## src/hw/rtl/slipcrc_pkg.sv

```systemverilog
// ----------------------------------------------------------------------------
// slipcrc_pkg
// Shared constants, types and the CRC-16/XMODEM byte update for the SLIP
// frame decoder.
// ----------------------------------------------------------------------------
package slipcrc_pkg;

	localparam logic [7:0] DELIM     = 8'hC0;
	localparam logic [7:0] ESC       = 8'hDB;
	localparam logic [7:0] ESC_END   = 8'hDC;
	localparam logic [7:0] ESC_ESC   = 8'hDD;
	localparam logic [7:0] BROADCAST = 8'hFF;

	localparam logic KIND_BYTE   = 1'b0;
	localparam logic KIND_STATUS = 1'b1;

	localparam logic [1:0] ST_OK      = 2'd0;
	localparam logic [1:0] ST_CRC_ERR = 2'd1;
	localparam logic [1:0] ST_SHORT   = 2'd2;

	localparam logic [15:0] CRC_POLY = 16'h1021;

	localparam int Q_DEPTH = 4;

	typedef struct packed {
		logic       kind;
		logic [7:0] data;
		logic [1:0] status;
		logic       last;
	} item_t;

	// up to two results per request, in order: item[0] first
	typedef struct packed {
		logic [1:0]      n;
		item_t [1:0]     item;
	} push_t;

	function automatic logic [15:0] crc_step(input logic [15:0] crc, input logic [7:0] b);
		logic [15:0] c;
		c = crc ^ {b, 8'h00};
		for (int k = 0; k < 8; k++) begin
			if (c[15]) begin
				c = {c[14:0], 1'b0} ^ CRC_POLY;
			end else begin
				c = {c[14:0], 1'b0};
			end
		end
		return c;
	endfunction

endpackage

```

## src/hw/rtl/slipcrc_outq.sv

```systemverilog
// ----------------------------------------------------------------------------
// slipcrc_outq
// Result queue: takes zero, one or two items per cycle, hands out one while out_stall is low.
// ----------------------------------------------------------------------------
module slipcrc_outq #(
	parameter int DEPTH = slipcrc_pkg::Q_DEPTH
) (
	input  logic                clk,
	input  logic                arst_n,
	input  slipcrc_pkg::push_t  push,
	output logic                room,
	output logic                out_valid,
	input  logic                out_stall,
	output slipcrc_pkg::item_t  out_item
);
	import slipcrc_pkg::*;

	localparam int PW = (DEPTH > 1) ? $clog2(DEPTH) : 1;
	localparam int CW = $clog2(DEPTH + 1);

	item_t          mem_q [DEPTH];
	logic [PW-1:0]  wr_ptr_q;
	logic [PW-1:0]  rd_ptr_q;
	logic [CW-1:0]  count_q;
	logic [PW-1:0]  wr_ptr_nx;
	logic           pop;

	function automatic logic [PW-1:0] inc(input logic [PW-1:0] p);
		return (p == PW'(DEPTH - 1)) ? '0 : p + PW'(1);
	endfunction

	assign wr_ptr_nx = inc(wr_ptr_q);
	assign out_valid = (count_q != '0);
	assign out_item  = mem_q[rd_ptr_q];
	assign pop       = out_valid && !out_stall;
	assign room      = (count_q <= CW'(DEPTH - 2));

	always_ff @(posedge clk) begin
		if (push.n != 2'd0) begin
			mem_q[wr_ptr_q] <= push.item[0];
		end
		if (push.n == 2'd2) begin
			mem_q[wr_ptr_nx] <= push.item[1];
		end
	end

	always_ff @(posedge clk or negedge arst_n) begin
		if (!arst_n) begin
			wr_ptr_q <= '0;
			rd_ptr_q <= '0;
			count_q  <= '0;
		end else begin
			case (push.n)
				2'd1:    wr_ptr_q <= wr_ptr_nx;
				2'd2:    wr_ptr_q <= inc(wr_ptr_nx);
				default: wr_ptr_q <= wr_ptr_q;
			endcase
			if (pop) begin
				rd_ptr_q <= inc(rd_ptr_q);
			end
			count_q <= count_q + CW'(push.n) - CW'(pop);
		end
	end

endmodule

```

## src/hw/rtl/slip_crc_frame_decoder_core.sv

```systemverilog
// ----------------------------------------------------------------------------
// slip_crc_frame_decoder_core
// SLIP deframer with address filter and CRC-16/XMODEM check.
// ----------------------------------------------------------------------------
// Takes one line byte per cycle while rx_stall is low. A byte is registered,
// then decoded combinationally (unescape, address filter, two-byte delay,
// CRC update, end-of-frame status) and its zero to two results are written
// to a small result queue. rx_stall rises only when the queue holds more
// than DEPTH-2 results, so with out_stall low the block sustains one byte
// per cycle. listen_address is written through the cfg channel, which is
// always ready; write it only while the block is idle.
// ----------------------------------------------------------------------------
module slip_crc_frame_decoder_core #(
	parameter int QDEPTH = slipcrc_pkg::Q_DEPTH
) (
	input  logic       clk,
	input  logic       arst_n,
	input  logic       cfg_valid,
	output logic       cfg_ready,
	input  logic [7:0] cfg_data,
	input  logic       rx_valid,
	output logic       rx_stall,
	input  logic [7:0] rx_byte,
	output logic       out_valid,
	input  logic       out_stall,
	output logic       out_kind,
	output logic [7:0] out_byte,
	output logic [1:0] frame_status,
	output logic       last
);
	import slipcrc_pkg::*;

	logic [7:0]  listen_q;
	logic        in_frame_q;
	logic        esc_q;
	logic [7:0]  d0_q;
	logic [7:0]  d1_q;
	logic [1:0]  cnt_q;
	logic        match_q;
	logic [15:0] crc_q;

	logic        valid_s1;
	logic [7:0]  byte_s1;
	logic        room;
	logic        fire;

	logic        in_frame_n;
	logic        esc_n;
	logic [7:0]  d0_n;
	logic [7:0]  d1_n;
	logic [1:0]  cnt_n;
	logic        match_n;
	logic [15:0] crc_n;
	push_t       res;
	push_t       push;
	item_t       out_item;

	assign cfg_ready = 1'b1;
	assign fire      = valid_s1 && room;
	assign rx_stall  = valid_s1 && !room;

	always_comb begin
		logic [1:0] t_en;
		logic [7:0] t_byte [2];
		logic       close;
		logic       open;
		t_en      = '0;
		t_byte[0] = ESC;
		t_byte[1] = byte_s1;
		close     = 1'b0;
		open      = 1'b0;
		in_frame_n = in_frame_q;
		esc_n   = esc_q;
		d0_n    = d0_q;
		d1_n    = d1_q;
		cnt_n   = cnt_q;
		match_n = match_q;
		crc_n   = crc_q;
		res     = '0;

		if (!in_frame_q) begin
			if (byte_s1 == DELIM) begin
				in_frame_n = 1'b1;
				open       = 1'b1;
			end
		end else if (byte_s1 == DELIM) begin
			t_en[0] = esc_q;
			close   = 1'b1;
		end else if (esc_q) begin
			esc_n = 1'b0;
			if (byte_s1 == ESC_END) begin
				t_en[0]   = 1'b1;
				t_byte[0] = DELIM;
			end else if (byte_s1 == ESC_ESC) begin
				t_en[0] = 1'b1;
			end else begin
				// unknown escape: literal DB, then the byte as usual
				t_en[0] = 1'b1;
				if (byte_s1 == ESC) begin
					esc_n = 1'b1;
				end else begin
					t_en[1] = 1'b1;
				end
			end
		end else if (byte_s1 == ESC) begin
			esc_n = 1'b1;
		end else begin
			t_en[1] = 1'b1;
		end

		for (int k = 0; k < 2; k++) begin
			if (t_en[k]) begin
				if (cnt_n == 2'd0) begin
					match_n = (t_byte[k] == listen_q) || (listen_q == BROADCAST);
				end
				if (cnt_n >= 2'd2) begin
					crc_n = crc_step(crc_n, d1_n);
					if (match_n) begin
						res.item[res.n[0]] = '{kind: KIND_BYTE, data: d1_n,
							status: ST_OK, last: 1'b0};
						res.n = res.n + 2'd1;
					end
				end
				d1_n = d0_n;
				d0_n = t_byte[k];
				if (cnt_n != 2'd3) begin
					cnt_n = cnt_n + 2'd1;
				end
			end
		end

		if (close && cnt_n != 2'd0 && match_n) begin
			res.item[res.n[0]] = '{kind: KIND_STATUS, data: 8'h00,
				status: (cnt_n != 2'd3) ? ST_SHORT :
					(({d0_n, d1_n} == crc_n) ? ST_OK : ST_CRC_ERR),
				last: 1'b1};
			res.n = res.n + 2'd1;
		end

		if (close || open) begin
			esc_n   = 1'b0;
			d0_n    = '0;
			d1_n    = '0;
			cnt_n   = '0;
			match_n = 1'b0;
			crc_n   = '0;
		end
	end

	always_comb begin
		push   = res;
		push.n = fire ? res.n : 2'd0;
	end

	always_ff @(posedge clk) begin
		if (rx_valid && !rx_stall) begin
			byte_s1 <= rx_byte;
		end
	end

	always_ff @(posedge clk or negedge arst_n) begin
		if (!arst_n) begin
			listen_q   <= BROADCAST;
			valid_s1   <= 1'b0;
			in_frame_q <= 1'b0;
			esc_q      <= 1'b0;
			d0_q       <= '0;
			d1_q       <= '0;
			cnt_q      <= '0;
			match_q    <= 1'b0;
			crc_q      <= '0;
		end else begin
			if (cfg_valid && cfg_ready) begin
				listen_q <= cfg_data;
			end
			if (!rx_stall) begin
				valid_s1 <= rx_valid;
			end
			if (fire) begin
				in_frame_q <= in_frame_n;
				esc_q      <= esc_n;
				d0_q       <= d0_n;
				d1_q       <= d1_n;
				cnt_q      <= cnt_n;
				match_q    <= match_n;
				crc_q      <= crc_n;
			end
		end
	end

	slipcrc_outq #(
		.DEPTH(QDEPTH)
	) u_outq (
		.clk       (clk),
		.arst_n    (arst_n),
		.push      (push),
		.room      (room),
		.out_valid (out_valid),
		.out_stall (out_stall),
		.out_item  (out_item)
	);

	assign out_kind     = out_item.kind;
	assign out_byte     = out_item.data;
	assign frame_status = out_item.status;
	assign last         = out_item.last;

endmodule

```

## config.mk

```make
export PLATFORM = sky130hd
export DESIGN_NAME = slip_crc_frame_decoder_core
export DESIGN_NICKNAME = d
export VERILOG_FILES = /design/src/hw/rtl/slipcrc_pkg.sv /design/src/hw/rtl/slipcrc_outq.sv /design/src/hw/rtl/slip_crc_frame_decoder_core.sv
export SDC_FILE = /design/constraint.sdc
export NUM_CORES = 1
export LEC_CHECK = 0
export BUFFER_PORTS_ARGS = -buffer_cell sky130_fd_sc_hd__buf_4
export CAP_MARGIN = 20
export CORE_AREA = 5 5 164 166
export DETAILED_ROUTE_END_ITERATION = 10
export DIE_AREA = 0 0 169 171
export HOLD_SLACK_MARGIN = 0.05
export MAX_ROUTING_LAYER = met4
export SKIP_LAST_GASP = 1
export SYNTH_ARGS = -nofsm -noshare
export SYNTH_HDL_FRONTEND = slang
export SYNTH_SLANG_ARGS = --single-unit
```

## constraint.sdc

```tcl
create_clock -name clk -period 9.9 [get_ports clk]
set_input_delay 1.485 -clock clk [delete_from_list [all_inputs] [get_ports clk]]
set_output_delay 1.485 -clock clk [all_outputs]
set_load 0.03 [all_outputs]
```

Word-level counts from Yosys, hierarchy flattened:

Memory sizes are Yosys's and may differ from the RTL's.
Index checks and enable logic that the tools add are counted.

* add/subtract/negate cells: 9
* order comparisons: 7
* eq/ne operators: 17
* mux-type cells: 117
* bitwise logic cells: 18
* reduce and logical (&&, ||, !) cells: 22

Operators by type and width (count)
* 16-bit two-way mux: 33
* 13-bit two-way mux: 16
* 26-bit two-way mux: 4
* 24-bit bitwise mux: 2
* 8-bit two-way mux: 6
* 3-bit NOT: 16
* 8-bit == test, second input constant: 5
* 1-bit two-way mux: 33
* 11-bit two-way mux: 3
* 16-bit XOR: 2
* 12-bit demux with 1-bit select: 2
* 12-bit two-way mux: 2
* 2-bit two-way mux: 11
* 5-bit two-way mux: 4
* 16-bit == test: 1
* 8-bit == test: 2
* 2-bit by 1-bit adder with 2-bit output, second input constant: 7
* 2-bit == test, second input constant: 4
* 1-bit logical AND: 8
* 2-bit nonzero test: 4
* 2-bit != test, second input constant: 3
* 2-bit >= comparator, second input constant: 2
* 2-bit logical NOT: 2
* 1-bit by 2-bit < comparator with 1-bit output, second input constant: 2
* other kinds (11): 16

* flip-flop bits (word level): 61
* bits in writable memories: 48
* output and inout bits: 15
* word-level logic and storage cells: 204
* memories kept: 1

Memory list
* u_outq.mem_q: depth 4, bits a word 12, read ports 1, clocked after Yosys merged registers in 0, wr ports 2, line slipcrc_outq.sv:21 `item_t mem_q [DEPTH];`

Logic depth before layout (Yosys ltp):

* depth in word-level cells: 78
* gate-level depth with buffers: 21

Cells and area by module:

From an unflattened synthesis, not the netlist that was laid out.

* cells, all modules: 672
* area, all modules: 7634.8 µm²

By module, submodules not included
* slip_crc_frame_decoder_core: instances 1, cells an instance 499, area an instance 4763.3 µm², seq. area each 1401.3 µm²
* slipcrc_outq: instances 1, cells an instance 173, area an instance 2871.5 µm², seq. area each 1616.6 µm²

Worst setup path before layout:

OpenSTA, ideal clock, no wires.

* path type: register to register
* start point: register byte_s1[5]
* end point: memory u_outq.mem_q[3][0] (netlist name), enable pin
* setup time: 394 ps
* arrival time: 4207 ps
* required time: 9506 ps
* setup slack: 5299 ps
* cell stages (with the launch flop): 21
* path buffers: 3
* path through: edfxtp_1 > clkbuf_1 > nand3b_1 > nor4_2 > mux2i_1 > nand4_1 > a21oi_1 > o22ai_1 > inv_1 > ha_1 > nand3_1 > o21ai_1 > and2_1 > a21oi_1 > nand2b_1 > inv_1 > ha_1 > clkbuf_1 > nand2_1 > clkbuf_1 > o21ai_0

RTL lines
* start, declared: line slip_crc_frame_decoder_core.sv:43 `logic [7:0] byte_s1;`
* start signal, assigned: line slip_crc_frame_decoder_core.sv:157 `byte_s1 <= rx_byte;`
* end, declared: line slipcrc_outq.sv:21

==> impl_results.md <==
- CP endpoint kind: flop
- Yosys warns: 0
- Setup Skew: 0.006176 ns
- Post-synthesis cell type count: 71
- Global placement routability congestion: 0.9290
- Top FF cell, synth: edfxtp_1
- H-tree levels: 3
- Max-cap violations: 0
- Cts-stage hold buffer count: 0
- Max Freq: 163.3 MHz
- Die area: 28900 sq um
- Number of top-level pins: 36
- Async SR Flop Fraction: 0.5048
- CTS Buffer Depth: 2
- Max rail drop VDD: 0.1084 mV
- Pwr/cell area: 241.4 nW/um^2
- Worst Tran Pin Value: 1.063 ns
- Post-DRT Antenna Nets: 0
- Initial DRC Count: 506
- Cell Count Post-Placement: 1054
- Status: finished, final reports clean
- Fill cell count: 2617
- Layout cell share with drive strength beyond 1: 0.1535
- Critical R2R Launch: in_frame_q$_DFFE_PN0P_
- Final WL: 19930 um
- Avg Inst Size Synth: 10.11 sq um
- R2R Setup Slk: 3.78 ns
- Syn_nets: 769
- Vias per inst: 5.428
- Worst EP arrival: 6.31 ns
- Dpl hpwl: 14710 um
- Register bit total from synthesis: 105
- FF-to-FF End: u_outq.mem_q[0][9]$_DFFE_PP_
- Chip Width: 169 um
- Hold Crit Depth: 2
- Core area: 25470 sq um
- Worst EP required: 10.09 ns
- Fin util: 0.3226
- CTS Buf Count: 9
- Largest net degree at the start of global routing: 54
- Post-synthesis sequential area ratio: 0.3912
- Clk sinks: 105
- Nets@finish: 767
- Final period util: 0.6187
- First-pass GRT wire length: 32060 um
- Rows: 59
- Setup_tns: 0 ns
- Fin. Hold Viols: 0
- Synthesized area: 7407 sq um
- R2R depth: 19
- Initial antenna violation count: 0
- GRT Overall Usage: 0.1431
- Most frequent cells in the layout: nand2_1, nor2_1, edfxtp_1, dfrtp_1, o21ai_0
- Vias in the first global route: 5631
- Worst setup SP type: flop
- Slew Viols, Final: 0
- RSZ-0062 raised after global routing: no
- Min-delay worst type: flop to flop
- Startpoint of the most critical hold path: crc_q[4]$_DFFE_PN0P_
- Synth Instances: 733
- Drt wl/cell: 18.61 um
- Total iterations of the first detailed-routing run: 5
- Worst rel slew slack: 0.2889
- Synthesis-to-layout area growth: 10.91%
- Drt drc: 0
- IO buf count: 34
- Initial core utilization: 0.2908
- WHS Endpoint: crc_q[4]$_DFFE_PN0P_
- Post-CTS Setup Bufs: 0
- Routed vias: 5813
- Leakage: 3.068 nW
- # diodes: 0
- Die height: 171 um
- Worst-Skew Late Latency: 0.36 ns
- Most common cell after layout, fill and taps aside: nand2_1
- Clk slew on worst S/H paths: 0.08 ns
- WS Path Type: flop to flop
- CTS-repair resized insts: 0
- Final setup violation count: 0
- CP Max Fanout: 21
- Total global routing overflow: 0
- CTS tree: yes
- Clk Tree Root Cell: clkbuf_16
- Post-synth EDFFs: 52
- Final min period: 6.125 ns
- Non-Filler Instances: 1071
==> cell families (layout without fill, tap and decap cells) <==
| kind of cell | Yosys count | in the layout | share of synthesized area |
|---|---|---|---|
| other | 1 | 1 | 0.0005063 |
| multiplexers | 45 | 45 | 0.08463 |
| AO/OA/AOI/OAI | 200 | 200 | 0.1806 |
| AND/OR/NAND/NOR | 203 | 203 | 0.1329 |
| XOR/XNOR | 83 | 83 | 0.1380 |
| adder cells (fa/ha/maj) | 15 | 15 | 0.02635 |
| flip-flops | 105 | 105 | 0.3912 |
| buffers and inverters | 81 | 84 | 0.04578 |
==> worst max-delay path, stage by stage (launching register included) <==
cell,delay [ns]
dfrtp_1,0.70
nand2_1,0.37
nor4_2,0.66
mux2i_1,0.15
nand4_1,0.14
a21oi_1,0.09
o22ai_1,0.63
inv_1,0.21
ha_1,0.33
nand3_1,0.06
o21ai_1,0.35
and2_1,0.31
a21oi_1,0.05
nand2b_1,0.19
inv_1,0.09
ha_1,0.33
nand2_1,0.36
nor2_1,0.54
a22oi_1,0.16
o22ai_1,0.22
==> synthesized netlist by cell type (all sizes together), types with 4 or more instances <==
| master | instances | area (sq um) |
|---|---|---|
| ha | 14 | 175.2 |
| nor2 | 52 | 195.2 |
| o21a | 4 | 31.28 |
| clkbuf | 37 | 141.4 |
| a22o | 5 | 43.79 |
| mux2 | 15 | 168.9 |
| nand2 | 70 | 262.8 |
| nand4 | 8 | 50.05 |
| edfxtp | 52 | 1562 |
| or3 | 11 | 68.82 |
| o211ai | 6 | 45.04 |
| xor2 | 25 | 219.0 |
| nor3 | 6 | 30.03 |
| dfstp | 8 | 210.2 |
| o221ai | 4 | 35.03 |
| buf | 19 | 103.8 |
| nand2b | 9 | 56.30 |
| and2 | 7 | 43.79 |
| a32o | 7 | 70.07 |
| a21oi | 32 | 163.9 |
| xor3 | 6 | 142.6 |
| inv | 25 | 93.84 |
| xnor3 | 8 | 181.4 |
| nor4 | 10 | 83.83 |
| mux2i | 19 | 210.2 |
| o22ai | 37 | 231.5 |
| a22oi | 36 | 270.3 |
| nand3 | 13 | 65.06 |
| dfrtp | 45 | 1126 |
| xnor2 | 44 | 479.2 |
| mux4 | 11 | 247.7 |
| o32ai | 8 | 70.07 |
| o21ai | 46 | 230.2 |
==> cell type report <==
class	count	area (sq um)	share of cell area
Inverter	25	93.84	0.01142
Sequential cell	105	2898	0.3527
Clock inverter	6	62.56	0.007615
Multi-Input combinational cell	547	4170	0.5076
Clock buffer	10	229.0	0.02787
Timing Repair Buffer	43	342.8	0.04173
Tap cell	335	419.2	0.05102
==> stage by stage <==
| step | total power [mW] | hold slack, ns | area, sq um | setup slack, ns |
|---|---|---|---|---|
| floorplan | 1.389 | 0.4718 | 7407 | 5.299 |
| global placement | 1.624 | 0.4960 | 7896 | 3.952 |
| detailed placement | 1.625 | 0.5079 | 7896 | 3.881 |
| CTS | 1.994 | 0.5243 | 8188 | 3.847 |
| global route | 2.111 | 0.5495 | 8215 | 3.275 |
| finish | 1.984 | 0.5153 | 8215 | 3.775 |
==> report_power, final <==
part | switching [mW] | internal [mW] | leakage, nW
sequential | 0.145 | 0.516 | 1.16
combinational | 0.529 | 0.434 | 1.76
clock | 0.181 | 0.177 | 0.142
==> state kept, by name, summed over array words and instances (netlist names) <==
signal,count
d0_q,8
u_outq.mem_q,44
byte_s1,8
listen_q,8
u_outq.rd_ptr_q,2
valid_s1,1
cnt_q,2
match_q,1
u_outq.count_q,3
in_frame_q,1
d1_q,8
u_outq.wr_ptr_q,2
esc_q,1
crc_q,16
==> layer usage <==
| metal | global-route usage | wire, um |
|---|---|---|
| met5 | - | 0 |
| met4 | 0.04165 | 390 |
| met3 | 0.02842 | 1446 |
| met2 | 0.2191 | 9221 |
| met1 | 0.1937 | 8873 |
==> worst max-delay path by stage <==
stage	from	endpoint
6_report	in_frame_q$_DFFE_PN0P_	u_outq.mem_q[0][9]$_DFFE_PP_
4_1_cts	in_frame_q$_DFFE_PN0P_	u_outq.mem_q[1][10]$_DFFE_PP_
5_1_grt	in_frame_q$_DFFE_PN0P_	u_outq.mem_q[1][5]$_DFFE_PP_
3_3_place_gp	in_frame_q$_DFFE_PN0P_	u_outq.mem_q[0][9]$_DFFE_PP_
3_5_place_dp	in_frame_q$_DFFE_PN0P_	u_outq.mem_q[1][10]$_DFFE_PP_
2_1_floorplan	byte_s1[5]$_DFFE_PP_	u_outq.mem_q[3][0]$_DFFE_PP_
(Power assumes the default switching activity.)
